### src/rtl/smx_pkg.sv
// Shared types, constants and helper functions for the saturating audio mixer.
// No dependencies; imported by every module of the block.
package smx_pkg;

    localparam int SAMPLE_W       = 32;
    localparam int CHANNEL_W      = 3;
    localparam int CHANNELS       = 8;
    localparam int GAIN_W         = 24;
    localparam int GAIN_FRAC_BITS = 16;
    localparam int FMT_W          = 2;
    localparam int ACC_W          = 38;
    localparam int PROD_W         = SAMPLE_W + GAIN_W + 1;
    localparam int TERM_W         = PROD_W - GAIN_FRAC_BITS;
    localparam int CFG_INDEX_W    = 2;
    localparam int CFG_DATA_W     = GAIN_W;

    localparam logic [FMT_W-1:0] FMT_8  = 2'd0;
    localparam logic [FMT_W-1:0] FMT_16 = 2'd1;
    localparam logic [FMT_W-1:0] FMT_32 = 2'd2;

    localparam logic [CFG_INDEX_W-1:0] REG_SAMPLE_FORMAT = 2'd0;
    localparam logic [CFG_INDEX_W-1:0] REG_GAIN          = 2'd1;
    localparam logic [CFG_INDEX_W-1:0] REG_MUTE_MASK     = 2'd2;

    localparam logic [FMT_W-1:0]    SAMPLE_FORMAT_RESET = FMT_16;
    localparam logic [GAIN_W-1:0]   GAIN_RESET          = 24'h010000;
    localparam logic [CHANNELS-1:0] MUTE_MASK_RESET     = '0;

    typedef struct packed {
        logic signed [SAMPLE_W-1:0] sample;
        logic [CHANNEL_W-1:0]       channel;
        logic                       last_source;
    } src_item_t;

    typedef struct packed {
        logic signed [SAMPLE_W-1:0] mixed_sample;
        logic [CHANNEL_W-1:0]       out_channel;
    } mix_item_t;

    typedef struct packed {
        logic [FMT_W-1:0]    sample_format;
        logic [GAIN_W-1:0]   gain;
        logic [CHANNELS-1:0] mute_mask;
    } cfg_t;

    typedef struct packed {
        logic signed [PROD_W-1:0] prod;
        logic [CHANNEL_W-1:0]     channel;
        logic                     last_source;
    } prod_stage_t;

    typedef struct packed {
        logic signed [SAMPLE_W-1:0] term;
        logic [CHANNEL_W-1:0]       channel;
        logic                       last_source;
    } term_stage_t;

    // Sign-extend the low 8, 16 or 32 bits of a sample; the unused code acts as 32-bit.
    function automatic logic signed [SAMPLE_W-1:0] fmt_sext(
        input logic [SAMPLE_W-1:0] s,
        input logic [FMT_W-1:0]    fmt
    );
        logic signed [SAMPLE_W-1:0] r;
        unique case (fmt)
            FMT_8:   r = {{(SAMPLE_W-8){s[7]}}, s[7:0]};
            FMT_16:  r = {{(SAMPLE_W-16){s[15]}}, s[15:0]};
            default: r = s;
        endcase
        return r;
    endfunction

    // Clamp a wide signed value to the configured sample range.
    function automatic logic signed [SAMPLE_W-1:0] fmt_clamp(
        input logic signed [TERM_W-1:0] v,
        input logic [FMT_W-1:0]         fmt
    );
        logic signed [TERM_W-1:0] hi;
        logic signed [TERM_W-1:0] lo;
        logic signed [TERM_W-1:0] r;
        unique case (fmt)
            FMT_8:   hi = {{(TERM_W-8){1'b0}}, 8'h7F};
            FMT_16:  hi = {{(TERM_W-16){1'b0}}, 16'h7FFF};
            default: hi = {{(TERM_W-32){1'b0}}, 32'h7FFF_FFFF};
        endcase
        lo = ~hi;
        if (v > hi)
            r = hi;
        else if (v < lo)
            r = lo;
        else
            r = v;
        return r[SAMPLE_W-1:0];
    endfunction

endpackage

### src/rtl/smx_scale.sv
// Scale stage: drops the gain fraction bits with truncation toward zero and
// clamps the term to the sample range. Depends on smx_pkg.
module smx_scale (
    input  logic                  clk,
    input  logic                  rst_n,
    input  logic                  en,
    input  logic                  prod_valid,
    input  smx_pkg::prod_stage_t  prod_stage,
    input  smx_pkg::cfg_t         cfg,
    output logic                  term_valid,
    output smx_pkg::term_stage_t  term_stage
);
    import smx_pkg::*;

    logic                     term_valid_reg;
    term_stage_t              term_reg;
    logic signed [PROD_W-1:0] bias;
    logic signed [PROD_W-1:0] biased;
    term_stage_t              term_next;

    always_comb
    begin
        // negative products round toward zero: add 2^frac - 1 before the shift
        bias   = $signed({{(PROD_W-GAIN_FRAC_BITS){1'b0}},
                          {GAIN_FRAC_BITS{prod_stage.prod[PROD_W-1]}}});
        biased = prod_stage.prod + bias;
        term_next.term        = fmt_clamp(biased[PROD_W-1:GAIN_FRAC_BITS], cfg.sample_format);
        term_next.channel     = prod_stage.channel;
        term_next.last_source = prod_stage.last_source;
    end

    always_ff @(posedge clk or negedge rst_n)
    begin
        if (!rst_n)
            term_valid_reg <= 1'b0;
        else if (en)
            term_valid_reg <= prod_valid;
    end

    always_ff @(posedge clk)
    begin
        if (en)
            term_reg <= term_next;
    end

    assign term_valid = term_valid_reg;
    assign term_stage = term_reg;

endmodule

### config.mk
export PLATFORM = sky130hd
export DESIGN_NAME = smx_scale
export DESIGN_NICKNAME = d
export VERILOG_FILES = /design/src/rtl/smx_pkg.sv /design/src/rtl/smx_scale.sv
export SDC_FILE = /design/constraint.sdc
export NUM_CORES = 1
export LEC_CHECK = 0
export ABC_AREA = 1
export BUFFER_PORTS_ARGS = -buffer_cell sky130_fd_sc_hd__buf_4
export CAP_MARGIN = 40
export CORE_ASPECT_RATIO = 1.75
export CORE_UTILIZATION = 45
export CTS_BUF_LIST = sky130_fd_sc_hd__clkbuf_4
export DETAILED_ROUTE_END_ITERATION = 16
export PLACE_DENSITY = 0.72
export SLEW_MARGIN = 20
export SYNTH_ARGS = -nofsm -noshare
export SYNTH_HDL_FRONTEND = slang
export SYNTH_SLANG_ARGS = --single-unit
### constraint.sdc
create_clock -name clk -period 1 [get_ports clk]
set_clock_uncertainty 0.2 [all_clocks]
set_input_delay 0.1 -clock clk [delete_from_list [all_inputs] [get_ports clk]]
set_output_delay 0.1 -clock clk [all_outputs]
set_load 0.01 [all_outputs]
# Word level (Yosys, flattened, before mapping)
# Cells that the tools add are included.
# classes
n_addsub,1
order_cmp,2
n_eq_ne,1
muxes,3
bitwise_logic,1
n_reduce_logical,1
# ops
operator,n
32-bit 2-to-1 mux,2
31-bit one-hot mux with 2 select lines,1
57-bit by 17-bit adder with 57-bit output,1
41-bit by 32-bit greater-than comparator with 1-bit output,1
41-bit less-than comparator,1
31-bit NOT with 41-bit output,1
"2-bit by 1-bit equality test with 1-bit output, second input constant",1
2-bit zero test,1
# totals
register_bits,37
in_bits,99
output_inout_bits,37
word_cells,13

# Longest topological paths before layout
# logic_depth
word_depth,6
mapped_depth,33
ltp_nobuf,32

# Worst setup path before layout
# Ideal clock, no wire load.
# synth_timing
path_kind,input to register
start,input port prod_stage[18] in the netlist's numbering
end,"register term_reg, in the netlist term_stage[12], data pin"
setup_time_ns,0.258
arrival_time_ns,3.132
required_time_ns,0.542
setup_slack_ns,-2.590
stages,24
n_path_buf,1
cell_sequence,ha_1 -> nand2_1 -> nor2_1 -> inv_2 -> nor2_1 -> o21bai_2 -> nand2_4 -> inv_2 -> nor4_4 -> nand2_1 -> nor3b_2 -> xor2_1 -> ha_1 -> nor2_1 -> nand3_1 -> nor2_1 -> nand4_1 -> nand2_1 -> inv_2 -> nand2_4 -> nand3_4 -> buf_6 -> nand2_1 -> nand2_1
# synth_rtl
item,line,text
from (decl),smx_scale.sv:8,"input smx_pkg::prod_stage_t prod_stage,"
to (signal assigned),smx_scale.sv:43,term_reg <= term_next;
to (decl),smx_scale.sv:16,term_stage_t term_reg;

==> impl_metrics.env <==
export IMPL_status="finished with violations"
export IMPL_violations="negative hold slack, negative setup slack"
export IMPL_grt_max_degree=32
export IMPL_grt_first_pass_wirelength_microns=31100
export IMPL_min_period_ns=4.04
export IMPL_final_cell_mix="buf_4, nand2_1, nor2_1"
export IMPL_layout_commonest_cell="buf_4"
export IMPL_drv_cap=0
export IMPL_rows=51
export IMPL_io_pins=136
export IMPL_max_freq_ghz=0.248
export IMPL_worst_r2r_setup_slack_ns=-0.02
export IMPL_die_w_microns=82.9
export IMPL_yosysWarnings=0
export IMPL_drtIter0Drc=626
export IMPL_antenna_found_initial=0
export IMPL_core_area_sq_um=11200
export IMPL_synth_area_mux_share_pct=0.219
export IMPL_cts_root_buf="clkbuf_4"
export IMPL_setup_violations=70
export IMPL_p_per_area_nw_per_um2=768
export IMPL_synth_cell_type_count=53
export IMPL_ctsHtreeMaxLevel=2
export IMPL_power_leakage_nw=4.69
export IMPL_track_usage_pct=33.1
export IMPL_hold_slack_ns=-0.167
export IMPL_io_buffers=103
export IMPL_dieArea_sq_um=11900
export IMPL_synth_top_cell_by_area="edfxtp_1"
export IMPL_clk_path_buf_depth=2
export IMPL_fin_nets=1321
export IMPL_overflow=0
export IMPL_startpoint_type="input pin"
export IMPL_layout_drive_gt1_share_pct=46.9
export IMPL_dp_slack_ns=-3.34
export IMPL_synth_simple_area_share_pct=43.6
export IMPL_postSynth_asyncResetShare_pct=2.70
export IMPL_hold_buffers=7
export IMPL_synth_compound_area_share_pct=7.12
export IMPL_syn_to_final_growth_pct=80.9
export IMPL_crit_type="in -> reg"
export IMPL_initial_core_util_pct=46.1
export IMPL_slew_limit_headroom_pct=64.6
export IMPL_endpoint_kind="flop"
export IMPL_path_clk_slew_ns=0.14
export IMPL_cts_tree="done"
export IMPL_synth_top_flop_cell="edfxtp_1"
export IMPL_fin_ws_ns=-3.04
export IMPL_cts_buffers=5
export IMPL_vias_per_cell=5.70
export IMPL_avgRoutedWirePerCell_microns=19.0
export IMPL_syn_cell_area_sq_um=5150
export IMPL_synth_area_top_cells="edfxtp_1, nand2_1, ha_1, nor2_1, inv_1"
export IMPL_final_core_util_pct=83.5
export IMPL_cp_arrival_ns=3.96
export IMPL_syn_nets=956
export IMPL_ant_nets=0
export IMPL_syn_area_per_cell_sq_um=6.50
export IMPL_synth_fa_ha_area_share_pct=15.5
export IMPL_rsz0062_at_grt="true"
export IMPL_worstSkewPairLatency_ns=0.37
export IMPL_final_max_slew_viol_count=0
export IMPL_vias=7369
export IMPL_largest_reg_flops=36
export IMPL_finalHoldViolations=15
export IMPL_synth_edf_count=36
export IMPL_wirelength_microns=24600
export IMPL_hp_class="in -> reg"
export IMPL_worstPathRequired_ns=0.92
export IMPL_drcViolationCount=0
export IMPL_synth_top_family_by_area="simple AND/OR/NAND/NOR gates"
export IMPL_synth_seq_cells=37
export IMPL_worstMarginPinSlew_ns=0.530
export IMPL_yosysTopAreaCellShare_pct=21.0
export IMPL_ys_seq_area_share_pct=21.5
export IMPL_syn_instance_count=793
export IMPL_cp_max_fo=8
export IMPL_clkSinkCount=37
export IMPL_gp_congestion=1.03
export IMPL_dr_pass1_iters=5
export IMPL_grt_pass1_vias=6876
export IMPL_synthXorXnorAreaFrac_pct=2.91
export IMPL_min_period_over_period_pct=404
export IMPL_dp_hpwl_microns=15100
export IMPL_dieHeight_microns=144
export IMPL_vdd_drop_max_v=0.00140
==> power breakdown <==
part / switching [mW] / internal (mW) / total [mW]
Combinational: 1.95 / 1.89 / 3.84
Sequential: 0.0790 / 1.87 / 1.95
Clock: 0.583 / 0.786 / 1.37
Total: 2.61 / 4.55 / 7.16
==> worst max-delay path, stage by stage <==
cell       delay [ns]
buf_12           0.12
buf_12           0.14
ha_4             0.29
nand2_4          0.08
nor2_4           0.15
nand2_2          0.10
nor2_4           0.12
nand2_2          0.07
nand2_4          0.09
inv_6            0.04
nor4_4           0.38
nand2_2          0.14
xor2_1           0.22
inv_1            0.10
ha_2             0.18
a21o_1           0.18
a21oi_2          0.15
nor2_1           0.06
o21ai_1          0.16
a21oi_2          0.07
o2111ai_2        0.20
buf_6            0.15
nand3_4          0.13
clkbuf_16        0.21
nand2_1          0.08
nand2_1          0.07
nand2_1          0.08
nand2_1          0.07
==> routing by layer <==
metal / vias to the layer above / global-route usage [%] / part of all wire (%)
li1: 3330 / - / -
met1: 3272 / 26.9 / 29
met2: 532 / 66.8 / 52
met3: 235 / 4.08 / 7.1
met4: 0 / 30.7 / 12
met5: - / 0 / 0
==> layout make-up <==
cell class,count,area (sq um)
clock buffers,5,37.5
flip-flops and latches,37,1110
repair buffers,366,3100
diodes,1,2.50
well taps,132,165
clock inverters,3,68.8
fillers,618,1850
inverters,105,403
multi-input cells,643,4440
==> cells by family after synthesis <==
kind of cell | after synthesis
adders and majority gates | 64
xor gates and xnor gates | 15
buffers and inverters | 114
and+or+nand+nor | 500
DFF | 37
muxes | 1
AOI/OAI and AO/OA | 62
==> final timing paths <==
| path | start | endpoint | cells after the start |
|---|---|---|---|
| setup reg to reg | term_valid | term_valid | 1 |
| hold / removal | en | term_stage[19] | 1 |
| max in group asynchronous | rst_n | term_valid | 3 |
| min in group asynchronous | rst_n | term_valid | 3 |
| hold reg to reg | term_valid | term_valid | 1 |
| setup / recovery | prod_stage[60] | term_stage[22] | 28 |
==> repair_timing <==
item	4_1_cts	5_1_grt
hold endpoints to repair	23	10
setup buffers	20	18
cloned	4	5
endpoints found under the setup margin	69	69
gates resized for setup	71	119
pin swaps	16	59
==> synth_stat cells (2+ instances only) <==
cell         n
inv_1       93
nand4_1     23
ha_1        64
o21ai_0     10
a2111oi_0    2
inv_2        8
clkinv_1     4
and2_1       3
nand3_2      4
nand3b_1     4
xor2_1      12
o2111ai_1    2
nand2_1    263
nor3_1      17
buf_6        3
nand4_2      3
nand3_1     41
a21oi_1     32
nand2_4      3
nand2_2      4
xnor2_1      2
nor2_1     109
and3_1       2
a31oi_1      2
buf_4        5
o21bai_1     4
edfxtp_1    36
a21o_1       2
nor3_2       3
nor2_2       2
or2_2        2
nor4_1       8
==> through the flow <==
stage,instances,total power [mW],setup TNS (ns),area [sq um]
after detailed placement,1230,4.80,-103.67,7910
after floorplan,793,3.25,-75.04,5400
after global placement,1230,4.74,-102.93,7910
after CTS,1269,6.41,-90.78,8590
final,1292,7.16,-101.56,9320
after global routing,1291,7.43,-107.84,9320
Note: power is estimated with default switching activity, not from simulation.
