<file path="src/rtl/smx_pkg.sv">
// Shared types, constants and helper functions for the saturating audio mixer.
// No dependencies; imported by every module of the block.
package smx_pkg;

    localparam int SAMPLE_W       = 32;
    localparam int CHANNEL_W      = 3;
    localparam int CHANNELS       = 8;
    localparam int GAIN_W         = 24;
    localparam int GAIN_FRAC_BITS = 16;
    localparam int FMT_W          = 2;
    localparam int ACC_W          = 38;
    localparam int PROD_W         = SAMPLE_W + GAIN_W + 1;
    localparam int TERM_W         = PROD_W - GAIN_FRAC_BITS;
    localparam int CFG_INDEX_W    = 2;
    localparam int CFG_DATA_W     = GAIN_W;

    localparam logic [FMT_W-1:0] FMT_8  = 2'd0;
    localparam logic [FMT_W-1:0] FMT_16 = 2'd1;
    localparam logic [FMT_W-1:0] FMT_32 = 2'd2;

    localparam logic [CFG_INDEX_W-1:0] REG_SAMPLE_FORMAT = 2'd0;
    localparam logic [CFG_INDEX_W-1:0] REG_GAIN          = 2'd1;
    localparam logic [CFG_INDEX_W-1:0] REG_MUTE_MASK     = 2'd2;

    localparam logic [FMT_W-1:0]    SAMPLE_FORMAT_RESET = FMT_16;
    localparam logic [GAIN_W-1:0]   GAIN_RESET          = 24'h010000;
    localparam logic [CHANNELS-1:0] MUTE_MASK_RESET     = '0;

    typedef struct packed {
        logic signed [SAMPLE_W-1:0] sample;
        logic [CHANNEL_W-1:0]       channel;
        logic                       last_source;
    } src_item_t;

    typedef struct packed {
        logic signed [SAMPLE_W-1:0] mixed_sample;
        logic [CHANNEL_W-1:0]       out_channel;
    } mix_item_t;

    typedef struct packed {
        logic [FMT_W-1:0]    sample_format;
        logic [GAIN_W-1:0]   gain;
        logic [CHANNELS-1:0] mute_mask;
    } cfg_t;

    typedef struct packed {
        logic signed [PROD_W-1:0] prod;
        logic [CHANNEL_W-1:0]     channel;
        logic                     last_source;
    } prod_stage_t;

    typedef struct packed {
        logic signed [SAMPLE_W-1:0] term;
        logic [CHANNEL_W-1:0]       channel;
        logic                       last_source;
    } term_stage_t;

    // Sign-extend the low 8, 16 or 32 bits of a sample; the unused code acts as 32-bit.
    function automatic logic signed [SAMPLE_W-1:0] fmt_sext(
        input logic [SAMPLE_W-1:0] s,
        input logic [FMT_W-1:0]    fmt
    );
        logic signed [SAMPLE_W-1:0] r;
        unique case (fmt)
            FMT_8:   r = {{(SAMPLE_W-8){s[7]}}, s[7:0]};
            FMT_16:  r = {{(SAMPLE_W-16){s[15]}}, s[15:0]};
            default: r = s;
        endcase
        return r;
    endfunction

    // Clamp a wide signed value to the configured sample range.
    function automatic logic signed [SAMPLE_W-1:0] fmt_clamp(
        input logic signed [TERM_W-1:0] v,
        input logic [FMT_W-1:0]         fmt
    );
        logic signed [TERM_W-1:0] hi;
        logic signed [TERM_W-1:0] lo;
        logic signed [TERM_W-1:0] r;
        unique case (fmt)
            FMT_8:   hi = {{(TERM_W-8){1'b0}}, 8'h7F};
            FMT_16:  hi = {{(TERM_W-16){1'b0}}, 16'h7FFF};
            default: hi = {{(TERM_W-32){1'b0}}, 32'h7FFF_FFFF};
        endcase
        lo = ~hi;
        if (v > hi)
            r = hi;
        else if (v < lo)
            r = lo;
        else
            r = v;
        return r[SAMPLE_W-1:0];
    endfunction

endpackage

</file>
<file path="src/rtl/smx_accum.sv">
// Saturating accumulator and output register; emits the clamped sum on the
// last source of a frame and clears. Depends on smx_pkg.
module smx_accum (
    input  logic                  clk,
    input  logic                  rst_n,
    input  logic                  en,
    input  logic                  term_valid,
    input  smx_pkg::term_stage_t  term_stage,
    input  smx_pkg::cfg_t         cfg,
    output logic                  mix_valid,
    output smx_pkg::mix_item_t    mix
);
    import smx_pkg::*;

    localparam logic signed [ACC_W-1:0] ACC_MAX = {1'b0, {(ACC_W-1){1'b1}}};
    localparam logic signed [ACC_W-1:0] ACC_MIN = {1'b1, {(ACC_W-1){1'b0}}};

    logic signed [ACC_W-1:0] acc_reg;
    logic signed [ACC_W-1:0] acc_next;
    logic signed [ACC_W:0]   sum;
    logic signed [ACC_W-1:0] acc_sat;
    logic                    mix_valid_reg;
    mix_item_t               mix_reg;
    mix_item_t               mix_next;

    always_comb
    begin
        sum = {acc_reg[ACC_W-1], acc_reg}
            + {{(ACC_W+1-SAMPLE_W){term_stage.term[SAMPLE_W-1]}}, term_stage.term};
        if (sum[ACC_W] != sum[ACC_W-1])
            acc_sat = sum[ACC_W] ? ACC_MIN : ACC_MAX;
        else
            acc_sat = sum[ACC_W-1:0];

        mix_next.mixed_sample = fmt_clamp({{(TERM_W-ACC_W){acc_sat[ACC_W-1]}}, acc_sat},
                                          cfg.sample_format);
        mix_next.out_channel  = term_stage.channel;

        if (term_valid)
            acc_next = term_stage.last_source ? '0 : acc_sat;
        else
            acc_next = acc_reg;
    end

    always_ff @(posedge clk or negedge rst_n)
    begin
        if (!rst_n)
        begin
            acc_reg       <= '0;
            mix_valid_reg <= 1'b0;
        end
        else if (en)
        begin
            acc_reg       <= acc_next;
            mix_valid_reg <= term_valid && term_stage.last_source;
        end
    end

    always_ff @(posedge clk)
    begin
        if (en && term_valid && term_stage.last_source)
            mix_reg <= mix_next;
    end

    assign mix_valid = mix_valid_reg;
    assign mix       = mix_reg;

endmodule

</file>
<file path="config.mk">
export PLATFORM = sky130hd
export DESIGN_NAME = smx_accum
export DESIGN_NICKNAME = d
export VERILOG_FILES = /design/src/rtl/smx_pkg.sv /design/src/rtl/smx_accum.sv
export SDC_FILE = /design/constraint.sdc
export NUM_CORES = 1
export LEC_CHECK = 0
export BUFFER_PORTS_ARGS = -buffer_cell sky130_fd_sc_hd__buf_2
export CORE_UTILIZATION = 60
export DETAILED_ROUTE_END_ITERATION = 8
export PLACE_DENSITY = 0.84
export SETUP_SLACK_MARGIN = 0.3
export SLEW_MARGIN = 0
export SYNTH_ARGS = -nofsm -noshare
export SYNTH_HDL_FRONTEND = slang
export SYNTH_SLANG_ARGS = --single-unit
</file>
<file path="constraint.sdc">
create_clock -name clk -period 18.8 [get_ports clk]
set_input_delay 0.94 -clock clk [delete_from_list [all_inputs] [get_ports clk]]
set_output_delay 0.94 -clock clk [all_outputs]
set_load 0.01 [all_outputs]
</file>
# Yosys cells after proc, flatten, opt, wreduce, memory -nomap -nowiden
# Index checks and enable logic that the tools add are counted.
# Widths: inputs -> output; s select.
# op_classes
muxes,6
n_reduce_logical,5
bitwise,1
eq_ne,2
n_addsub,1
magnitude_cmp,2
# op_table
cell,count
$mux 38,3
$mux 32,2
$pmux 31 s2,1
$lt 38x41->1,1
$not 31->41,1
$add 38x32->39,1
$gt 38x32->1,1
$logic_and 1x1->1,3
$eq 2x1->1 const B,1
$logic_not 2->1,1
$reduce_and 2->1,1
$ne 1x1->1,1
# word_totals
elab_cells,21
regBits,74

# Logic depth before layout (Yosys ltp)
# logic_depth
ltp_word,6
depth_mapped,30
mapped_depth_nobuf,26

# Worst setup path after synthesis
# Ideal clock, no wire load.
# synth_timing
path_kind,input port to flip-flop
start,in term_stage[26] in the netlist's numbering
end,"reg mix_reg (netlist bit mix[16]), data pin"
path_stages,29
slack_ns,12.180
setup_time_ns,0.296
required_time_ns,18.504
arrival_ns,6.324
path_cell_list,ha_1 -> buf_4 -> a21oi_2 -> o21ai_1 -> a21o_1 -> or4_4 -> o2111ai_1 -> a21boi_0 -> o21ai_0 -> nand2b_1 -> xnor2_1 -> ha_1 -> inv_1 -> or3_1 -> clkbuf_1 -> buf_2 -> o31ai_1 -> ha_1 -> nand4_1 -> nor3_1 -> nand2_1 -> nor3_1 -> or3b_2 -> nor3_1 -> o31ai_1 -> o21a_2 -> buf_6 -> a211oi_2 -> a21oi_1
# synth_lines
item,line_no,rtl
start: declaration,smx_accum.sv:8,"input smx_pkg::term_stage_t term_stage,"
end signal: assignment,smx_accum.sv:62,mix_reg <= mix_next;
end: declaration,smx_accum.sv:23,mix_item_t mix_reg;

==> impl_results.md <==
* Start point of the critical path: term_stage[19]
* Setup TNS at 0 ps
* Core Box Area at 0.0108 mm²
* Fin. Hold Viols at 0
* Worst R2R Start: acc_reg[15]$_DFFE_PN0P_
* H-Tree Depth at 3
* RSZ-0062 raised after global routing: false
* TritonCTS Sinks at 74
* Share of the synthesized area in the top cell type at 0.165
* N_diodes at 0
* Ys flop type: dfrtp_1
* Layout Utilization at 0.679
* Largest area contributor in the netlist: ha_1
* Critical path's largest stage delay at 870 ps
* Vias in the first global route at roughly 6100
* Layout cell share with drive strength beyond 1 at 0.145
* Tcrit/Tclk final at 0.514
* Hold Crit Class: reg -> reg
* Max Cap Viol at 0
* Top cells by area, synth: ha_1 (16%), edfxtp_1 (16%), dfrtp_1 (15%)
* DR vias/cell at 6.49
* Worst r2r dst: mix[15]$_DFFE_PP_
* Tot GR Track Use at 0.337
* CP bufs+invs at 2
* Sequential-to-total area share from yosys stat at 0.303
* Synth warn at 0
* Hold Crit Endpoint: acc_reg[0]$_DFFE_PN0P_
* Unique masters post-synth at 71
* # IOs at 110
* Worst R2R Path Depth at 25
* Syn Inst Count at 775
* Starting Density at 0.617
* First-pass GRT wire length at 30.2 mm
* Drt wl/cell at ~19 µm
* Area growth from synthesis to layout at 10.0%
* Worst-Skew Late Latency at between 300 and 400 ps
* Final setup fails at 0
* Die Span Y at 108 µm
* CP max-delay cell: or3_1
* Final clock skew at 16.8 ps
* Area after DPL at 0.00718 mm²
* Initial antenna violation count at 0
* Vias at 6399
* Drt first pass iters at 5
* Hold path cells at 2
* CTS root buffer: clkbuf_8
* Synthesized area at 0.00669 mm²
* Crit path launch type: input port
* Minimum clock period at just under 10000 ps
* Largest net degree at the start of global routing at 46
* DRC at 0
* Largest delay contributor family on the critical path: simple AND/OR/NAND/NOR gates
* Data required time of the critical path at 19000 ps
* GR Overflow Total at 0
* CP max FO at 34
* Initial drt markers at about 480
* Hold wc startpoint: acc_reg[0]$_DFFE_PN0P_
* CTS tree: done
* Die ar. at 0.0116 mm²
* Number of flip-flops in the largest register at 38
* Clock buffer depth at 2
* Placement Rows at 38
* Worst Path Arrival at 9870 ps
* PortBufs at between 70 and 80
* Post-detail-place hpwl at 14.3 mm
* Critical path type: in -> reg
* Final net count at 1004
* Cts hold-fix bufs at 0
* Worst-Margin Slew at 1140 ps
* Worst Setup End Kind: flip-flop
* Syn_nets at 938
* GP Congestion at 0.954
* Clock slew at reported path FFs at 80 ps
* Max frequency at 103 MHz
* Async SR Flop Fraction at 0.527
* Post-Syn Area per Cell at 8.64 µm²
* TritonCTS Buffers at 9
* Slew Viols, Final at 0
* Total setup buffers inserted after CTS at 0
* Outcome: complete, no violations
* Post-synth EDFFs at 35
* Routed WL at 18.9 mm
* Relative slew margins at 0.240
* Design area at ~0.0074 mm²
* Die width at 108 µm
* Worst reg2reg setup slack at 9410 ps
* Antenna Nets Post-Route at 0
* Post-cts gate resize count at 0
* Synthesized flop and latch total at 74
## kinds of logic after synthesis
family                   Yosys count  synth area share
adder cells (fa/ha/maj)           89             0.168
flip-flops                        74             0.303
multiplexers                       4           0.00598
XOR/XNOR                          29            0.0380
buffers and inverters             54            0.0361
AND/OR/NAND/NOR                  242             0.171
AO/OA/AOI/OAI                    283             0.278
## stage by stage
step	hold slack [ps]	cells	setup slack, ps
final	487	986	9140
after global routing	508	986	8730
after CTS	492	986	9290
after detailed placement	472	970	8950
after global placement	465	970	8980
after floorplan	453	775	12180
## cells in the final DEF (no fill, tap or decap), types with 11 or more instances in the layout
| cell type | instances |
|---|---|
| ha_1 | 88 |
| nand2_1 | 83 |
| buf_2 | 77 |
| o21ai_0 | 68 |
| a21oi_1 | 66 |
| nor2_1 | 65 |
| dfrtp_1 | 39 |
| edfxtp_1 | 35 |
| a22o_1 | 30 |
| inv_1 | 21 |
| nor3_1 | 18 |
| xnor2_1 | 15 |
| xor2_1 | 14 |
| nand4_1 | 12 |
| buf_4 | 11 |
## synthesized netlist by cell type, types with 3 or more instances
master / count
a211oi_1: 10
a21boi_0: 7
a21o_1: 10
a21oi_1: 66
a22o_1: 30
a22oi_1: 10
a31oi_1: 6
and2_1: 4
and3_1: 5
buf_2: 9
buf_4: 3
clkbuf_1: 18
dfrtp_1: 39
edfxtp_1: 35
ha_1: 88
inv_1: 21
mux2i_1: 4
nand2_1: 83
nand2b_1: 7
nand3_1: 10
nand4_1: 12
nor2_1: 66
nor2b_1: 9
nor3_1: 18
nor4_1: 7
o211a_1: 4
o211ai_1: 7
o21a_1: 7
o21ai_0: 68
o21ai_1: 7
o21bai_1: 5
o22ai_1: 8
o31ai_1: 10
or2_2: 4
xnor2_1: 15
xor2_1: 14
## layout make-up
| cell class | count | area, µm² |
|---|---|---|
| Multi-Input combinational cell | 647 | 4430 |
| Fill cell | 916 | 3480 |
| Sequential cell | 74 | 2030 |
| Timing Repair Buffer | 88 | 468 |
| Tap cell | 140 | 175 |
| Clock buffer | 11 | 131 |
| Inverter | 21 | 78.8 |
| Clock inverter | 5 | 56.3 |
## worst max path at each step
stage / endpoint / cells after the start
floorplan: mix[16]$_DFFE_PP_ / 29
global placement: mix[15]$_DFFE_PP_ / 26
detailed placement: mix[4]$_SDFFCE_PP1P_ / 25
CTS: mix[4]$_SDFFCE_PP1P_ / 25
global route: mix[13]$_DFFE_PP_ / 26
finish: mix[15]$_DFFE_PP_ / 26
## worst register-to-register path, stage by stage (launching register included)
cell and delay (ps):
dfrtp_1 400, ha_1 400, nand2_1 100, or3_1 410, a211o_1 360, a31oi_2 450
o2111ai_1 190, a21boi_0 180, o21ai_0 90, nand2b_1 100, xnor2_1 90, ha_1 760
inv_1 570, or3_1 880, o21ai_0 650, ha_1 520, nand3_1 80, nor3_1 290
nand2_1 200, nor3_1 390, or3b_2 480, nor3_1 180, o31ai_1 140, o21ai_2 760
mux2i_1 310, a31oi_1 240
## layer usage
metal  vias to the layer above  share of wire  GRT usage
li1                       3034              -          -
met1                      3045           0.44      0.444
met2                       273           0.47      0.552
met3                        47          0.064     0.0418
met4                         0          0.031      0.149
met5                         -              0          0
Power is left out: the tool's default activity adds up to more than one toggle a clock period on the data nets, which glitch-free logic cannot reach.
