$ cat src/rtl/smx_pkg.sv
// Shared types, constants and helper functions for the saturating audio mixer.
// No dependencies; imported by every module of the block.
package smx_pkg;

    localparam int SAMPLE_W       = 32;
    localparam int CHANNEL_W      = 3;
    localparam int CHANNELS       = 8;
    localparam int GAIN_W         = 24;
    localparam int GAIN_FRAC_BITS = 16;
    localparam int FMT_W          = 2;
    localparam int ACC_W          = 38;
    localparam int PROD_W         = SAMPLE_W + GAIN_W + 1;
    localparam int TERM_W         = PROD_W - GAIN_FRAC_BITS;
    localparam int CFG_INDEX_W    = 2;
    localparam int CFG_DATA_W     = GAIN_W;

    localparam logic [FMT_W-1:0] FMT_8  = 2'd0;
    localparam logic [FMT_W-1:0] FMT_16 = 2'd1;
    localparam logic [FMT_W-1:0] FMT_32 = 2'd2;

    localparam logic [CFG_INDEX_W-1:0] REG_SAMPLE_FORMAT = 2'd0;
    localparam logic [CFG_INDEX_W-1:0] REG_GAIN          = 2'd1;
    localparam logic [CFG_INDEX_W-1:0] REG_MUTE_MASK     = 2'd2;

    localparam logic [FMT_W-1:0]    SAMPLE_FORMAT_RESET = FMT_16;
    localparam logic [GAIN_W-1:0]   GAIN_RESET          = 24'h010000;
    localparam logic [CHANNELS-1:0] MUTE_MASK_RESET     = '0;

    typedef struct packed {
        logic signed [SAMPLE_W-1:0] sample;
        logic [CHANNEL_W-1:0]       channel;
        logic                       last_source;
    } src_item_t;

    typedef struct packed {
        logic signed [SAMPLE_W-1:0] mixed_sample;
        logic [CHANNEL_W-1:0]       out_channel;
    } mix_item_t;

    typedef struct packed {
        logic [FMT_W-1:0]    sample_format;
        logic [GAIN_W-1:0]   gain;
        logic [CHANNELS-1:0] mute_mask;
    } cfg_t;

    typedef struct packed {
        logic signed [PROD_W-1:0] prod;
        logic [CHANNEL_W-1:0]     channel;
        logic                     last_source;
    } prod_stage_t;

    typedef struct packed {
        logic signed [SAMPLE_W-1:0] term;
        logic [CHANNEL_W-1:0]       channel;
        logic                       last_source;
    } term_stage_t;

    // Sign-extend the low 8, 16 or 32 bits of a sample; the unused code acts as 32-bit.
    function automatic logic signed [SAMPLE_W-1:0] fmt_sext(
        input logic [SAMPLE_W-1:0] s,
        input logic [FMT_W-1:0]    fmt
    );
        logic signed [SAMPLE_W-1:0] r;
        unique case (fmt)
            FMT_8:   r = {{(SAMPLE_W-8){s[7]}}, s[7:0]};
            FMT_16:  r = {{(SAMPLE_W-16){s[15]}}, s[15:0]};
            default: r = s;
        endcase
        return r;
    endfunction

    // Clamp a wide signed value to the configured sample range.
    function automatic logic signed [SAMPLE_W-1:0] fmt_clamp(
        input logic signed [TERM_W-1:0] v,
        input logic [FMT_W-1:0]         fmt
    );
        logic signed [TERM_W-1:0] hi;
        logic signed [TERM_W-1:0] lo;
        logic signed [TERM_W-1:0] r;
        unique case (fmt)
            FMT_8:   hi = {{(TERM_W-8){1'b0}}, 8'h7F};
            FMT_16:  hi = {{(TERM_W-16){1'b0}}, 16'h7FFF};
            default: hi = {{(TERM_W-32){1'b0}}, 32'h7FFF_FFFF};
        endcase
        lo = ~hi;
        if (v > hi)
            r = hi;
        else if (v < lo)
            r = lo;
        else
            r = v;
        return r[SAMPLE_W-1:0];
    endfunction

endpackage

$ cat src/rtl/smx_cfg_regs.sv
// Configuration registers: sample format, master gain and per-channel mute mask.
// Depends on smx_pkg.
module smx_cfg_regs (
    input  logic                             clk,
    input  logic                             rst_n,
    input  logic                             cfg_we,
    input  logic [smx_pkg::CFG_INDEX_W-1:0]  cfg_index,
    input  logic [smx_pkg::CFG_DATA_W-1:0]   cfg_data,
    output smx_pkg::cfg_t                    cfg
);
    import smx_pkg::*;

    cfg_t cfg_reg;

    always_ff @(posedge clk or negedge rst_n)
    begin
        if (!rst_n)
        begin
            cfg_reg.sample_format <= SAMPLE_FORMAT_RESET;
            cfg_reg.gain          <= GAIN_RESET;
            cfg_reg.mute_mask     <= MUTE_MASK_RESET;
        end
        else if (cfg_we)
        begin
            unique case (cfg_index)
                REG_SAMPLE_FORMAT: cfg_reg.sample_format <= cfg_data[FMT_W-1:0];
                REG_GAIN:          cfg_reg.gain          <= cfg_data[GAIN_W-1:0];
                REG_MUTE_MASK:     cfg_reg.mute_mask     <= cfg_data[CHANNELS-1:0];
                default:           ;
            endcase
        end
    end

    assign cfg = cfg_reg;

endmodule

$ cat config.mk
export PLATFORM = sky130hd
export DESIGN_NAME = smx_cfg_regs
export DESIGN_NICKNAME = d
export VERILOG_FILES = /design/src/rtl/smx_pkg.sv /design/src/rtl/smx_cfg_regs.sv
export SDC_FILE = /design/constraint.sdc
export NUM_CORES = 1
export LEC_CHECK = 0
export BUFFER_PORTS_ARGS = -buffer_cell sky130_fd_sc_hd__buf_2
export CAP_MARGIN = 20
export CELL_PAD_IN_SITES_DETAIL_PLACEMENT = 1
export CELL_PAD_IN_SITES_GLOBAL_PLACEMENT = 1
export CORE_UTILIZATION = 33
export DETAILED_ROUTE_END_ITERATION = 8
export PLACE_DENSITY = 0.71
export REMOVE_ABC_BUFFERS = 1
export SETUP_SLACK_MARGIN = 0.1
export SYNTH_ARGS = -nofsm -noshare
export SYNTH_HDL_FRONTEND = slang
export SYNTH_SLANG_ARGS = --single-unit
export TNS_END_PERCENT = 10
$ cat constraint.sdc
create_clock -name clk -period 0.8 [get_ports clk]
set_input_delay 0.08 -clock clk [delete_from_list [all_inputs] [get_ports clk]]
set_output_delay 0.08 -clock clk [all_outputs]
set_load 0.01 [all_outputs]
Word-level counts from Yosys, hierarchy flattened
Cells that the tools add are included.

storage, ports and cells
  flip-flop bits (word level) = 34
  word-level logic and storage cells = 9
  input bits = 29
  output and inout bits = 34

operators by class
  eq/ne operators = 2
  reduce and logical (&&, ||, !) cells = 4

operator list
  kind                                            count
  AND reduction 2 bit                             3
  == test 2 x 1 -> 1 bit (second input constant)  1
  == test 2 bit (second input constant)           1
  zero test 2 bit                                 1

Depth between registers and ports, before layout
Gate-level depths: netlist (run 1).

  depth after elaboration = 2
  mapped depth = 3
  mapped depth without buffers = 2

Least setup slack after synthesis (run 1)
OpenSTA, ideal clock, no wires.

  kind = input-to-reg
  from = input cfg_index[1] (netlist name)
  to = register cfg_reg (netlist bit cfg[10])
  required time = 0.675 ns
  library setup time = 0.125 ns
  setup slack = -0.035 ns
  stages on the path = 3
  arrival time = 0.710 ns
  buffers on the path = 1
  cells stage by stage = nand3b_4 buf_6 mux2_4

between the ends
  word-level cells in the longest chain between the ends = 2

ends and longest elaborated chain
  element                               RTL line            source
  from (decl)                           smx_cfg_regs.sv:7   input logic [smx_pkg::CFG_INDEX_W-1:0] cfg_index,
  == test 2 x 1 -> 1 bit                smx_cfg_regs.sv:25  unique case (cfg_index)
  AND reduction 2 bit (no source line)  n/a
  to (decl)                             smx_cfg_regs.sv:13  cfg_t cfg_reg;

Every way passes these cells.
A chain may end at the register's enable or synchronous reset.

Final worst setup path (run 1)
  from = register cfg_reg (netlist bit cfg[32])
  to = output cfg[32] (netlist name)

RTL lines
  element    RTL line           source
  to (decl)  smx_cfg_regs.sv:9  output smx_pkg::cfg_t cfg

No word-level cell between the ends.

==> results of run 1 <==
==> how the worst max path moves through the flow <==
stage / startpoint / endpoint
6_report: cfg[32]$_DFFE_PN1P_ / cfg[32]
5_1_grt: cfg[24]$_DFFE_PN1P_ / cfg[24]
4_1_cts: cfg[24]$_DFFE_PN1P_ / cfg[24]
3_5_place_dp: cfg_index[0] / cfg[1]$_DFFE_PN0P_
3_3_place_gp: cfg_index[0] / cfg[3]$_DFFE_PN0P_
2_1_floorplan: cfg_index[1] / cfg[10]$_DFFE_PN0P_
==> final cells by class <==
cell class | instances | area share
flip-flops and latches | 34 | 0.442
multi-input cells | 37 | 0.264
repair buffers | 70 | 0.222
clock buffers | 7 | 0.0395
well taps | 50 | 0.0324
==> cell families (layout without fill, tap and decap cells) <==
kind of cell / count (synthesis) / count (layout)
muxes: 34 / 34
buffers and inverters: 2 / 77
DFF: 34 / 34
and+or+nand+nor: 3 / 3
==> through the flow <==
| step | hold WS (ns) | power, mW | instances | utilization |
|---|---|---|---|---|
| 2_1_floorplan | -0.216 | 2.85 | 71 | - |
| 3_3_place_gp | 0.0484 | 3.35 | 186 | 0.446 |
| 3_5_place_dp | 0.0537 | 3.42 | 186 | 0.446 |
| 4_1_cts | 0.0241 | 4.67 | 196 | 0.474 |
| 5_1_grt | 0.0241 | 4.91 | 198 | 0.483 |
| 6_report | 0.0326 | 4.66 | 198 | 0.483 |
==> metal layers <==
| layer | track usage | wire length [um] | vias up |
|---|---|---|---|
| met5 | 0 | 0 | - |
| met1 | 0.158 | 1130 | 453 |
| met3 | 0.0599 | 227 | 2 |
| met4 | 0.0399 | 8 | 0 |
| met2 | 0.284 | 1800 | 38 |
| li1 | - | - | 407 |
==> power groups by stage <==
stage | Clock (mW) | Sequential, mW | Combinational (mW)
global placement | 0 | 2.24 | 1.12
detailed placement | 0 | 2.26 | 1.16
finish | 1.18 | 2.24 | 1.25
floorplan | 0 | 2.41 | 0.443
CTS | 1.21 | 2.24 | 1.22
global route | 1.30 | 2.27 | 1.34
==> what timing repair did <==
item                                    CTS  global route
buffers inserted                          2             2
hold endpoints to repair                 34             0
hold buffers                              1             0
resized for setup                         2             3
endpoints found under the setup margin   68            68
==> cells in the mapped netlist <==
cell | count | area, um2
nor3b_1 | 1 | 7.51
nand3b_4 | 1 | 20.0
mux2_4 | 20 | 300
dfrtp_1 | 32 | 801
mux2_2 | 14 | 158
buf_6 | 2 | 22.5
dfstp_2 | 2 | 52.6
nand3b_2 | 1 | 11.3
==> impl_metrics.tcl, run 1 <==
set metrics [dict create \
    fin_nets 177 \
    r2r_setup_slack_ns -0.08 \
    yosysUniqueCellTypes 8 \
    worstHoldPathType "input pin to flop" \
    regArea_um2 853 \
    p_sw_mw 1.26 \
    synth_xor_area_frac 0 \
    coreArea_mm2 0.00400 \
    synth-adder-area-share 0 \
    numPortBuffers 62 \
    status "finished, violations left" \
    critPathTopFamily "flip-flops" \
    synth_warnings 0 \
    post-route-period-util 1.25 \
    hold_depth 2 \
    layout_setup_ws_ns -0.198 \
    hpwl_um 2300 \
    viasPerCell 4.55 \
    diodes 0 \
    syn_inst 73 \
    p_int_mw 3.40 \
    clock_latency_ns 0.27 \
    die_w_um 66.5 \
    relSlewSlack 0.863 \
    cp_slowest_cell "dfstp_2" \
    cts_htree_levels 2 \
    synth.mux.area_fraction 0.334 \
    ant_nets 0 \
    firstDrtPassIters 2 \
    io_pins 63 \
    seqPwrFrac 0.480 \
    cp_data_arrival_time_ns 0.92 \
    r2r-end "cfg[22]$_DFFE_PN0P_" \
    nFillCells 433 \
    cts-root-buf "clkbuf_8" \
    maxCapViolations 0 \
    required_ns 0.72 \
    ys_seq_elements 34 \
    mostFrequentLayoutCell "buf_2" \
    path_class "flop to output pin" \
    holdCritStartpoint "cfg_data[22]" \
    largest_reg_flops 34 \
    hold_violations 0 \
    wirelength_um 3160 \
    critical_path.endpoint_type "output pin" \
    dpl_cell_area_mm2 0.00178 \
    violations "setup timing" \
    r2r-start "cfg[22]$_DFFE_PN0P_" \
    gp_congestion 0.672 \
    final_area_mm2 0.00193 \
    via_count 900 \
    grt_max_degree 35 \
    die_h_um 66.5 \
    p_leak_nw 1.02 \
    syn_avg_cell_area_um2 18.8 \
    final_max_slew_viol_count 0 \
    reg2reg_depth 2 \
    drive_gt1_frac 0.764 \
    drc 0 \
    drtIter0Drc 15 \
    die-area_mm2 0.00442 \
    fin_setup_tns_ns -3.00 \
    synth_compound_area_frac 0 \
    cp_num_cells 1 \
    area_delta_synth_final_pct 40.7 \
    setup_violations 39 \
    worst_pin_slew_ns 0.205 \
    clockBufferDepth 2 \
    critPathBufInv 1 \
    clock.fmax_mhz 1000 \
    hold_path_end "cfg[30]$_DFFE_PN0P_" \
    clock_skew_ns 0 \
    clock-sinks 34 \
    ys_seq_area_frac 0.622 \
    grt_pass1_wl_um 4860 \
    rows 23 \
    cp_max_fo 2 \
    synth-simple-area-share 0.0283 \
    grt_pass1_vias 1034 \
    clk_pin_slew_ns 0.07 \
    dp_slack_ns -0.245 \
    switching_share 0.271 \
    p_per_area_mw_per_mm2 2410 \
    start_util 0.343 \
    numCtsBuffers 5 \
    grt_antenna_before_repair 0 \
    grt.overflow.total 0 \
    slowest_delay_ns 0.54 \
    synth_top_family_by_area "multiplexers" \
    rsz0062_at_grt "yes" \
    multi_input_area_um2 510 \
    power_frac_clock 0.253 \
    combPwrFrac 0.267 \
    worstPathCellList "buf_6" \
    cts_tree "built" \
    grt_use_total 0.153 \
    wire_per_inst_um 16.0 \
    vdd_drop_max_v 0.00120 \
    startpoint_type "flop" \
    period_minus_slack_ns 0.998 \
    netlist_area_mm2 0.00137 \
    mostFrequentLayoutCells "buf_2, dfrtp_1, mux2_4, mux2_2, clkbuf_8" \
]
Power figures use the tool's default switching activity.
==> inputs of run 2 (changes only) <==
clock period = 0.9 ns   (was 0.8 ns; I/O delays follow)
==> impl_metrics.tcl, run 2 (synthesis results as in run 1) <==
set metrics [dict create \
    rows 23 \
    cts-root-buf "clkbuf_8" \
    slowest_delay_ns 0.54 \
    wirelength_um 3130 \
    cp_data_arrival_time_ns 0.92 \
    fin_cells 196 \
    grt.overflow.total 0 \
    p_per_area_mw_per_mm2 2160 \
    grt_use_total 0.153 \
    die-area_mm2 0.00442 \
    die_w_um 66.5 \
    drc 0 \
    start_util 0.343 \
    p_leak_nw 1.00 \
    hold_violations 0 \
    p_int_mw 3.00 \
    drive_gt1_frac 0.753 \
    worstHoldPathType "input pin to flop" \
    fin_nets 175 \
    reg2reg_depth 2 \
    r2r-end "cfg[22]$_DFFE_PN0P_" \
    die_h_um 66.5 \
    diodes 0 \
    maxCapViolations 0 \
    vdd_drop_max_v 0.00106 \
    worstPathCellList "buf_6" \
    clock.fmax_mhz 992 \
    critPathBufInv 1 \
    status "finished, violations left" \
    drtIter0Drc 16 \
    seqPwrFrac 0.484 \
    startpoint_type "flop" \
    nFillCells 437 \
    relSlewSlack 0.771 \
    r2r-start "cfg[22]$_DFFE_PN0P_" \
    hold_path_end "cfg[30]$_DFFE_PN0P_" \
    mostFrequentLayoutCells "buf_2, dfrtp_1, mux2_4, mux2_2, clkbuf_8" \
    grt_max_degree 35 \
    total_power_mw 4.11 \
    ant_nets 0 \
    p_sw_mw 1.11 \
    gp_congestion 0.672 \
    clock_skew_ns 0 \
    firstDrtPassIters 2 \
    cts_tree "built" \
    switching_share 0.271 \
    hold_ws_ns 0.0436 \
    largest_reg_flops 34 \
    holdCritStartpoint "cfg_data[22]" \
    layout_setup_ws_ns -0.108 \
    via_count 892 \
    required_ns 0.81 \
    violations "setup timing" \
    wire_per_inst_um 16.0 \
    power_frac_clock 0.254 \
    clk_pin_slew_ns 0.07 \
    hold_depth 2 \
    path_class "flop to output pin" \
    cp_slowest_cell "dfstp_2" \
    grt_antenna_before_repair 0 \
    hpwl_um 2300 \
    viasPerCell 4.55 \
    grt_pass1_vias 1037 \
    clockBufferDepth 2 \
    grt_pass1_wl_um 4870 \
    numPortBuffers 62 \
    cts_htree_levels 2 \
    combPwrFrac 0.262 \
    setup_violations 5 \
    clock_latency_ns 0.27 \
    final_max_slew_viol_count 0 \
    r2r_setup_slack_ns 0.01 \
    post-route-period-util 1.12 \
    io_pins 63 \
    rsz0062_at_grt "yes" \
    critPathTopFamily "flip-flops" \
    area_delta_synth_final_pct 38.7 \
    mostFrequentLayoutCell "buf_2" \
    cp_max_fo 2 \
    numCtsBuffers 5 \
    coreArea_mm2 0.00400 \
    clock-sinks 34 \
    period_minus_slack_ns 1.01 \
    worst_pin_slew_ns 0.343 \
    critical_path.endpoint_type "output pin" \
    placedCellCount 186 \
]
==> run 2: final cells by class <==
cell class	count	area, um2	share of cell area
Clock buffer	7	76.3	0.0401
Multi-Input combinational cell	37	497	0.261
Tap cell	50	62.6	0.0329
Sequential cell	34	853	0.448
Timing Repair Buffer	68	414	0.218
==> run 2: per-layer routing <==
| metal | up-vias | global-route usage | share of wire |
|---|---|---|---|
| li1 | 403 | - | - |
| met1 | 449 | 0.158 | 0.36 |
| met2 | 38 | 0.286 | 0.57 |
| met3 | 2 | 0.0599 | 0.072 |
| met4 | 0 | 0.0399 | 0.0026 |
| met5 | - | 0 | 0 |
==> run 2: timing repair <==
item                                    4_1_cts  5_1_grt
buffers inserted                              2        0
gates cloned                                  0        0
endpoints found under the setup margin       34       37
endpoints found under the hold margin        34        0
hold buffers                                  1        0
gates resized for setup                       2        1
==> run 2: how the worst max path moves through the flow <==
stage                                   start                   to  slack (ns)  depth (start not counted)
after floorplan                  cfg_index[1]  cfg[10]$_DFFE_PN0P_       -0.08                          2
after global placement           cfg_index[0]   cfg[3]$_DFFE_PN0P_       -0.12                          3
after detailed placement         cfg_index[0]   cfg[1]$_DFFE_PN0P_       -0.16                          3
after CTS                 cfg[24]$_DFFE_PN1P_              cfg[24]       -0.12                          1
after global routing      cfg[24]$_DFFE_PN1P_              cfg[24]       -0.13                          1
final                     cfg[32]$_DFFE_PN1P_              cfg[32]       -0.11                          1
==> run 2: metrics by stage <==
stage | util | cell area (um2) | TNS [ns] | worst slack, ns
2_1_floorplan | - | 1350 | -1.74 | -0.0774
3_3_place_gp | 0.446 | 1780 | -2.82 | -0.120
3_5_place_dp | 0.446 | 1780 | -3.49 | -0.155
4_1_cts | 0.474 | 1900 | -0.289 | -0.116
5_1_grt | 0.476 | 1900 | -0.863 | -0.132
6_report | 0.476 | 1900 | -0.221 | -0.108
==> run 2: power groups by stage <==
stage | Combinational (mW) | Clock (mW) | Sequential [mW]
2_1_floorplan | 0.394 | 0 | 2.14
3_3_place_gp | 0.991 | 0 | 1.99
3_5_place_dp | 1.03 | 0 | 2.01
4_1_cts | 1.09 | 1.08 | 1.99
5_1_grt | 1.15 | 1.16 | 2.02
6_report | 1.08 | 1.05 | 1.99
==> inputs of run 3 (changes only) <==
ABC_AREA = 1   (was unset)
CORE_UTILIZATION = 30   (was 33)
PLACE_DENSITY = 0.69   (was 0.71)
==> impl_metrics.tcl, run 3 <==
set metrics [dict create \
    fin_setup_tns_ns -0.230 \
    drtIter0Drc 84 \
    syn_inst 154 \
    grt.overflow.total 0 \
    coreArea_mm2 0.00469 \
    status "finished, violations left" \
    maxCapViolations 0 \
    start_util 0.311 \
    clk_pin_slew_ns 0.07 \
    gp_congestion 0.688 \
    cp_slowest_cell "dfstp_2" \
    startpoint_type "flop" \
    clock_latency_ns 0.28 \
    clockBufferDepth 2 \
    cts_tree "built" \
    netlist_area_mm2 0.00146 \
    cp_num_cells 1 \
    synthArstFlopShare 1.00 \
    vdd_drop_max_v 0.000935 \
    reg2reg_depth 3 \
    synth.most_common_cell "nand2_1" \
    largest_reg_flops 34 \
    violations "setup timing" \
    drc 0 \
    via_count 1369 \
    grt_use_total 0.176 \
    power_frac_clock 0.313 \
    rsz0062_at_grt "yes" \
    wire_per_inst_um 14.7 \
    drive_gt1_frac 0.391 \
    layout_setup_ws_ns -0.120 \
    critPathBufInv 1 \
    ys_top_cells_by_count "nand2_1, dfrtp_1, nand4_1" \
    p_per_area_mw_per_mm2 2060 \
    required_ns 0.81 \
    yosysTopAreaCell "dfrtp_1" \
    r2r-start "cfg[32]$_DFFE_PN1P_" \
    critPathTopFamily "flip-flops" \
    area_delta_synth_final_pct 38.3 \
    numCtsBuffers 5 \
    post-route-period-util 1.13 \
    holdCritStartpoint "cfg_data[16]" \
    dpl_cell_area_mm2 0.00184 \
    hold_depth 3 \
    die-area_mm2 0.00515 \
    slowest_delay_ns 0.55 \
    rows 25 \
    worst_pin_slew_ns 0.374 \
    viasPerCell 4.91 \
    die_h_um 71.8 \
    path_class "flop to output pin" \
    final_area_mm2 0.00202 \
    period_minus_slack_ns 1.02 \
    critical_path.endpoint_type "output pin" \
    cts_htree_levels 2 \
    diodes 0 \
    ys_seq_elements 34 \
    hpwl_um 3020 \
    switching_share 0.283 \
    worstHoldPathType "input pin to flop" \
    fin_nets 253 \
    crit_path_start "cfg[32]$_DFFE_PN1P_" \
    worstPathCellList "buf_6" \
    synth_warnings 0 \
    seqPwrFrac 0.461 \
    ys_top_cells_by_area "dfrtp_1, nand2_1, nand4_1" \
    io_pins 63 \
    cp_max_fo 2 \
    hold_violations 0 \
    grt_max_degree 25 \
    nFillCells 569 \
    grt_antenna_before_repair 0 \
    synth_edf_count 0 \
    synth_top_area_frac 0.548 \
    wirelength_um 4100 \
    ant_nets 0 \
    relSlewSlack 0.750 \
    clock-sinks 34 \
    grt_pass1_wl_um 6970 \
    final_max_slew_viol_count 0 \
    p_leak_nw 1.12 \
    mostFrequentLayoutCells "nand2_1, buf_2, nand4_1, dfrtp_1, buf_4" \
    syn_avg_cell_area_um2 9.48 \
    die_w_um 71.8 \
    numPortBuffers 62 \
    ys_seq_area_frac 0.584 \
    p_int_mw 2.98 \
    cp_data_arrival_time_ns 0.93 \
    combPwrFrac 0.226 \
    clock.fmax_mhz 980 \
    p_sw_mw 1.18 \
    yosys_most_used_dff "dfrtp_1" \
    grt_pass1_vias 1452 \
    setup_violations 4 \
    clock_skew_ns 0 \
    firstDrtPassIters 4 \
    cts-root-buf "clkbuf_8" \
    mostFrequentLayoutCell "nand2_1" \
    yosysUniqueCellTypes 11 \
]
==> run 3: cell types whose count changed after synthesis, sizes merged, moves of 2 or more <==
cell,delta
nand2,+69
nand3,+4
nand3b,-2
nand4,+32
mux2,-34
inv,+2
buf,+10
==> run 3: area by class of cell <==
type	count	area, um2	area share
multi-input combinational	106	508	0.252
inverter	2	7.51	0.00372
timing repair buffer	75	473	0.234
tap	54	67.6	0.0335
clock buffer	8	110	0.0545
sequential	34	853	0.423
==> run 3: cells by family after synthesis <==
family        Yosys count  share of synthesized area
buf+inv                14                     0.0677
simple gates          106                      0.348
flops                  34                      0.584
==> run 3: layer usage <==
| metal | global-route usage | vias up | part of all wire |
|---|---|---|---|
| met1 | 0.235 | 651 | 0.45 |
| met3 | 0.0492 | 5 | 0.065 |
| li1 | - | 664 | - |
| met2 | 0.274 | 49 | 0.47 |
| met5 | 0 | - | 0 |
| met4 | 0.0654 | 0 | 0.013 |
==> run 3: metrics by stage <==
| stage | worst slack, ns | util | hold WS [ns] | power [mW] | std cells |
|---|---|---|---|---|---|
| after floorplan | 0.0810 | - | -0.206 | 2.28 | 142 |
| final | -0.120 | 0.430 | 0.0584 | 4.16 | 279 |
| after detailed placement | 0.00644 | 0.392 | 0.0283 | 2.81 | 267 |
| after CTS | -0.120 | 0.425 | 0.0486 | 4.20 | 278 |
| after global placement | 0.0498 | 0.392 | 0.0316 | 2.78 | 267 |
| after global routing | -0.145 | 0.430 | 0.0656 | 4.41 | 279 |
==> run 3: timing repair <==
item / in CTS / in global routing
gates resized for setup: 3 / 3
setup endpoints to repair: 34 / 35
endpoints found under the hold margin: 11 / 0
hold buffers: 1 / 0
setup buffers: 2 / 1
==> run 3: power by group through the flow <==
stage	sequential (mW)	combinational [mW]	clock [mW]
floorplan	2.05	0.228	0
global placement	1.94	0.844	0
detailed placement	1.94	0.867	0
CTS	1.92	0.920	1.36
global route	1.95	1.05	1.41
finish	1.92	0.939	1.30
==> run 3: worst register-to-register path, cell delays in order (launching register included) <==
cell	delay (ns)
dfstp_2	0.55
buf_4	0.10
nand2_1	0.05
nand2_1	0.05
==> run 3: final timing paths <==
kind,end,slack (ns)
max,cfg[32],-0.12
min,cfg[24]$_DFFE_PN1P_,0.06
max reg2reg,cfg[32]$_DFFE_PN1P_,0.10
min reg2reg,cfg[17]$_DFFE_PN0P_,0.47
max in group asynchronous,cfg[0]$_DFFE_PN0P_,0.20
min in group asynchronous,cfg[18]$_DFFE_PN0P_,0.26
